==> src/rtl/core/sscnt_pkg.sv <==
// ----------------------------------------------------------------------------
// sscnt_pkg
// Shared types and constants for the subset counting table: field widths,
// operation codes and the request/response bundle of the modular reducer.
// ----------------------------------------------------------------------------
package sscnt_pkg;

    // Field widths of the stream payload
    localparam int FUNC_W     = 2;
    localparam int WEIGHT_W   = 11;
    localparam int QSIZE_W    = 6;
    localparam int QSUM_W     = 11;
    localparam int IN_TDATA_W = 32;
    localparam int OUT_TDATA_W = 32;

    // Table entry width and the width of the sum of two entries
    localparam int CNT_W  = 30;
    localparam int SUM_W  = CNT_W + 1;
    localparam int STEP_W = $clog2(SUM_W + 1);

    // Compare widths wide enough for the top of each parameter range
    localparam int SIZE_CMP_W = 8;
    localparam int SUM_CMP_W  = 16;

    // Default table shape
    localparam int MAX_SIZE_DEF = 63;
    localparam int MAX_SUM_DEF  = 2047;

    // Modulus register
    localparam logic [CNT_W-1:0] MOD_RESET = 30'd1000000007;
    localparam logic [CNT_W-1:0] MOD_MIN   = 30'd2;

    // Operation codes
    localparam logic [FUNC_W-1:0] FN_CLEAR = 2'd0;
    localparam logic [FUNC_W-1:0] FN_ADD   = 2'd1;
    localparam logic [FUNC_W-1:0] FN_QUERY = 2'd2;

    typedef struct packed {
        logic             start;
        logic             take;
        logic [SUM_W-1:0] value;
        logic [CNT_W-1:0] modulus;
    } t_mod_req;

    typedef struct packed {
        logic             done;
        logic [CNT_W-1:0] rem;
    } t_mod_rsp;

endpackage

==> src/rtl/core/sscnt_mod_unit.sv <==
// ----------------------------------------------------------------------------
// sscnt_mod_unit
// Reduces a sum of two entries by the modulus. Values below twice the
// modulus resolve in the same cycle; others go through a restoring
// remainder loop, one dividend bit per cycle.
// ----------------------------------------------------------------------------
module sscnt_mod_unit
    import sscnt_pkg::*;
(
    input  logic     i_clk,
    input  logic     i_rst_n,
    input  t_mod_req i_req,
    output t_mod_rsp o_rsp
);

    localparam logic [1:0] ST_IDLE = 2'd0;
    localparam logic [1:0] ST_RUN  = 2'd1;
    localparam logic [1:0] ST_DONE = 2'd2;

    logic [1:0]        r_state;
    logic [1:0]        n_state;
    logic [CNT_W-1:0]  r_rem;
    logic [SUM_W-1:0]  r_dvd;
    logic [STEP_W-1:0] r_cnt;

    logic [SUM_W:0]    d_one;
    logic [SUM_W:0]    d_two;
    logic              fast;
    logic [CNT_W-1:0]  fast_rem;
    logic [SUM_W-1:0]  trial;
    logic [SUM_W:0]    trial_diff;
    logic [CNT_W-1:0]  n_rem;

    // single compare-subtract when value < 2 * modulus
    assign d_one    = {1'b0, i_req.value} - {2'b00, i_req.modulus};
    assign d_two    = {1'b0, i_req.value} - {1'b0, i_req.modulus, 1'b0};
    assign fast     = d_two[SUM_W];
    assign fast_rem = d_one[SUM_W] ? i_req.value[CNT_W-1:0] : d_one[CNT_W-1:0];

    // one restoring step: shift in the next dividend bit, subtract if it fits
    assign trial      = {r_rem, r_dvd[SUM_W-1]};
    assign trial_diff = {1'b0, trial} - {2'b00, i_req.modulus};
    assign n_rem      = trial_diff[SUM_W] ? trial[CNT_W-1:0] : trial_diff[CNT_W-1:0];

    always_comb begin
        n_state = r_state;
        case (r_state)
            ST_IDLE: begin
                if (i_req.start && !fast) begin
                    n_state = ST_RUN;
                end
            end
            ST_RUN: begin
                if (r_cnt == STEP_W'(1)) begin
                    n_state = ST_DONE;
                end
            end
            ST_DONE: begin
                if (i_req.take) begin
                    n_state = ST_IDLE;
                end
            end
            default: n_state = ST_IDLE;
        endcase
    end

    always_ff @(posedge i_clk) begin
        if (!i_rst_n) begin
            r_state <= ST_IDLE;
        end else begin
            r_state <= n_state;
        end
    end

    always_ff @(posedge i_clk) begin
        if (r_state == ST_IDLE) begin
            r_rem <= '0;
            r_dvd <= i_req.value;
            r_cnt <= STEP_W'(SUM_W);
        end else if (r_state == ST_RUN) begin
            r_rem <= n_rem;
            r_dvd <= {r_dvd[SUM_W-2:0], 1'b0};
            r_cnt <= r_cnt - STEP_W'(1);
        end
    end

    assign o_rsp.done = (r_state == ST_DONE) || ((r_state == ST_IDLE) && i_req.start && fast);
    assign o_rsp.rem  = (r_state == ST_DONE) ? r_rem : fast_rem;

endmodule

==> config.mk <==
export PLATFORM = sky130hd
export DESIGN_NAME = sscnt_mod_unit
export DESIGN_NICKNAME = d
export VERILOG_FILES = /design/src/rtl/core/sscnt_pkg.sv /design/src/rtl/core/sscnt_mod_unit.sv
export SDC_FILE = /design/constraint.sdc
export NUM_CORES = 1
export LEC_CHECK = 0
export BUFFER_PORTS_ARGS = -buffer_cell sky130_fd_sc_hd__buf_2
export CORE_MARGIN = 2
export CORE_UTILIZATION = 25
export DETAILED_ROUTE_END_ITERATION = 12
export PLACE_DENSITY = 0.52
export SYNTH_ARGS = -nofsm -noshare
export SYNTH_HDL_FRONTEND = slang
export SYNTH_SLANG_ARGS = --single-unit
==> constraint.sdc <==
create_clock -name i_clk -period 3.54 [get_ports i_clk]
set_input_delay 0.354 -clock i_clk [delete_from_list [all_inputs] [get_ports i_clk]]
set_output_delay 0.354 -clock i_clk [all_outputs]
set_load 0.01 [all_outputs]
==> results_dict.tcl <==
set metrics [dict create \
    status "finished clean" \
    core_mm2 0.02870 \
    yosysTopAreaCell "ha_1" \
    use_met2 0.2550 \
    fp.dieH_um 174.5 \
    die_x_um 174.5 \
    path_clk_slew_ps 70 \
    synth_nets 1047 \
    use_met1 0.1988 \
    total_leakage_power_nw 3.914 \
    swShare 0.3362 \
    max_freq_mhz 293.5 \
    holdPathEnd "r_state[1]" \
    track_usage 0.1533 \
    io_pins 96 \
    avgSynthCellArea_um2 8.176 \
    cts_buffers 9 \
    post-route-util 0.3010 \
    critPathKind "in -> out" \
    relSlewSlack 0.2845 \
    reg2reg_from "r_dvd[30]" \
    vias 6925 \
    nNetsFinal 1141 \
    hp-start "i_rst_n" \
    syn2layout_area_growth_pct 18.85 \
    gp_congestion 0.9187 \
    hold_viol_final 0 \
    antenna_found_initial 1 \
    r2r_end "r_rem[22]" \
    synth_area_mm2 0.007268 \
    clockBufferDepth 2 \
    min_path_cells 2 \
    final_common_cell "buf_2" \
    layout-drive-gt1-share 0.2014 \
    drtPass1Iterations 5 \
    fill_cells 3130 \
    clock_sinks 68 \
    p_per_area_mw_per_mm2 321.2 \
    switchingPower_mw 0.9329 \
    ys_types 65 \
    tns_ps 0 \
    finalCriticalPeriod_ps 3407 \
    grt_overflow_total 0 \
    vdd_drop_max_uv 242.2 \
    netlist_top_cells_area "ha_1 (16%), edfxtp_1 (13%), dfxtp_1 (10%)" \
    finalClockSkew_ps 11.48 \
    maxCapViolCount 0 \
    drv_slew 0 \
    first_global_vias 6657 \
    start_util 0.2532 \
    drcViolationCount 0 \
    dp_cells 1355 \
    ant_nets 0 \
    worst_slack_ps 132.8 \
    cts-root-buf "clkbuf_16" \
    worstMarginPinSlew_ps 1071 \
    reg2reg_setup_slack_ps 350 \
    ys_ff_latch 68 \
    ys_async_sr_fraction 0 \
    power_frac_comb 0.342 \
    layout_common_cells "buf_2 (95), a21oi_1 (94), ha_1 (89)" \
    synth_edf_count 31 \
    use_met3 0.02122 \
    cts_tree "done" \
    finalSetupViolCount 0 \
    cts_hold_buf 0 \
    cp-start-kind "input pin" \
    dieArea_mm2 0.03045 \
    p_clk_frac 0.337 \
    post-dp-hpwl_mm 18.66 \
    wl_per_cell_um 16.95 \
    worstPathRequired_ps 3190 \
    rows 62 \
    yosysWarningCount 0 \
    multi_input_area_mm2 0.005310 \
    hold_class "in -> reg" \
    seqPwrFrac 0.321 \
    whs_ps 227.3 \
    clock_latency_ps 360 \
    grt_pass1_wl_mm 36.19 \
    place_ws_ps 91.27 \
    min_period_over_period 0.9625 \
    register_area_mm2 0.001672 \
    grt_max_degree 57 \
    htree_levels 3 \
    ys_seq_area_frac 0.2300 \
    synth_top_area_frac 0.1567 \
    syn_inst 889 \
    arrival_ps 3050 \
    via_per_inst 5.044 \
    port_buffers 95 \
    synth_flop_cell "dfxtp_1" \
    worstPathMaxFanout 11 \
    cp-end-kind "primary output" \
    p_int_mw 1.842 \
    r2r_cells 14 \
    busiest_layer "met2" \
    routed_wl_mm 23.28 \
    drt-initial-drc-count 304 \
    final_cell_count_no_fill 1373 \
]
synthesized netlist by cell type (all sizes together) (4+ instances only):
cell type	n
a21oi	96
ha	91
nor2	85
nand2	70
o21ai	58
inv	43
a21o	39
dfxtp	37
edfxtp	31
mux2	31
xnor2	30
clkbuf	27
nand3	24
a211oi	15
and3	15
xor2	15
a31oi	14
nand4	14
o211ai	13
o21a	13
buf	12
nor3	12
mux2i	11
nand2b	11
nor2b	7
o311ai	7
o31ai	6
a221o	5
and4	5
o21bai	5
a211o	4
a22oi	4
sequential cells by signal (all words and copies together), names as in the netlist:
signal	count
r_dvd	31
r_rem	30
r_cnt	5
r_state	2
per-layer routing:
layer | vias to the layer above | part of all wire | wire (um)
met3 | 32 | 0.035 | 808
met2 | 152 | 0.47 | 10930
li1 | 3492 | - | -
met1 | 3249 | 0.47 | 10880
met4 | 0 | 0.028 | 661
met5 | - | 0 | 0
layout make-up:
cell class              instances  area share
repair buffers                122     0.08184
inverters                      44     0.01912
clock buffers                  10     0.02767
flip-flops and latches         68      0.1935
diodes                          1   0.0002897
well taps                     384     0.05562
clock inverters                 6    0.007242
multi-input cells             738      0.6147
cells by family after synthesis:
logic type,count (synthesis),share of synthesized area
xor+xnor,45,0.05423
compound gates,303,0.2784
fa+ha+maj,93,0.1622
mux,42,0.06318
flops,68,0.2300
simple gates,255,0.1625
buf+inv,83,0.04958
through the flow:
stage	cell area (um2)	power (mW)
6_report	8638	2.775
5_1_grt	8638	2.926
4_1_cts	8567	2.785
3_5_place_dp	8265	1.832
3_3_place_gp	8265	1.833
2_1_floorplan	7268	1.503
power by group through the flow:
stage	clock [mW]	combinational (mW)	sequential, mW
6_report	0.935	0.950	0.890
5_1_grt	0.993	1.04	0.895
4_1_cts	0.962	0.932	0.890
3_5_place_dp	0	0.926	0.907
3_3_place_gp	0	0.926	0.907
2_1_floorplan	0	0.604	0.899
critical path: stages:
cell and delay (ps):
buf_2 80, inv_1 90, ha_1 380, o211ai_1 110
a21oi_1 270, o311ai_2 160, a21bo_2 280, a31oi_4 230
a31oi_4 140, buf_6 160, nor2_1 360, a221o_1 290
buf_2 150
how the worst max path moves through the flow:
stage,from,endpoint,slack (ps),cells after the start
after floorplan,i_req[24],o_rsp[28],620,12
after global placement,i_req[0],o_rsp[28],60,13
after detailed placement,i_req[4],o_rsp[28],90,13
after CTS,i_req[0],o_rsp[28],80,13
after global routing,i_req[30],o_rsp[28],-10,14
final,i_req[4],o_rsp[14],130,13
repair_timing:
item,CTS,global route
resized for setup,0,13
setup endpoints to repair,0,16
setup buffers,0,1
(Power assumes the default switching activity.)
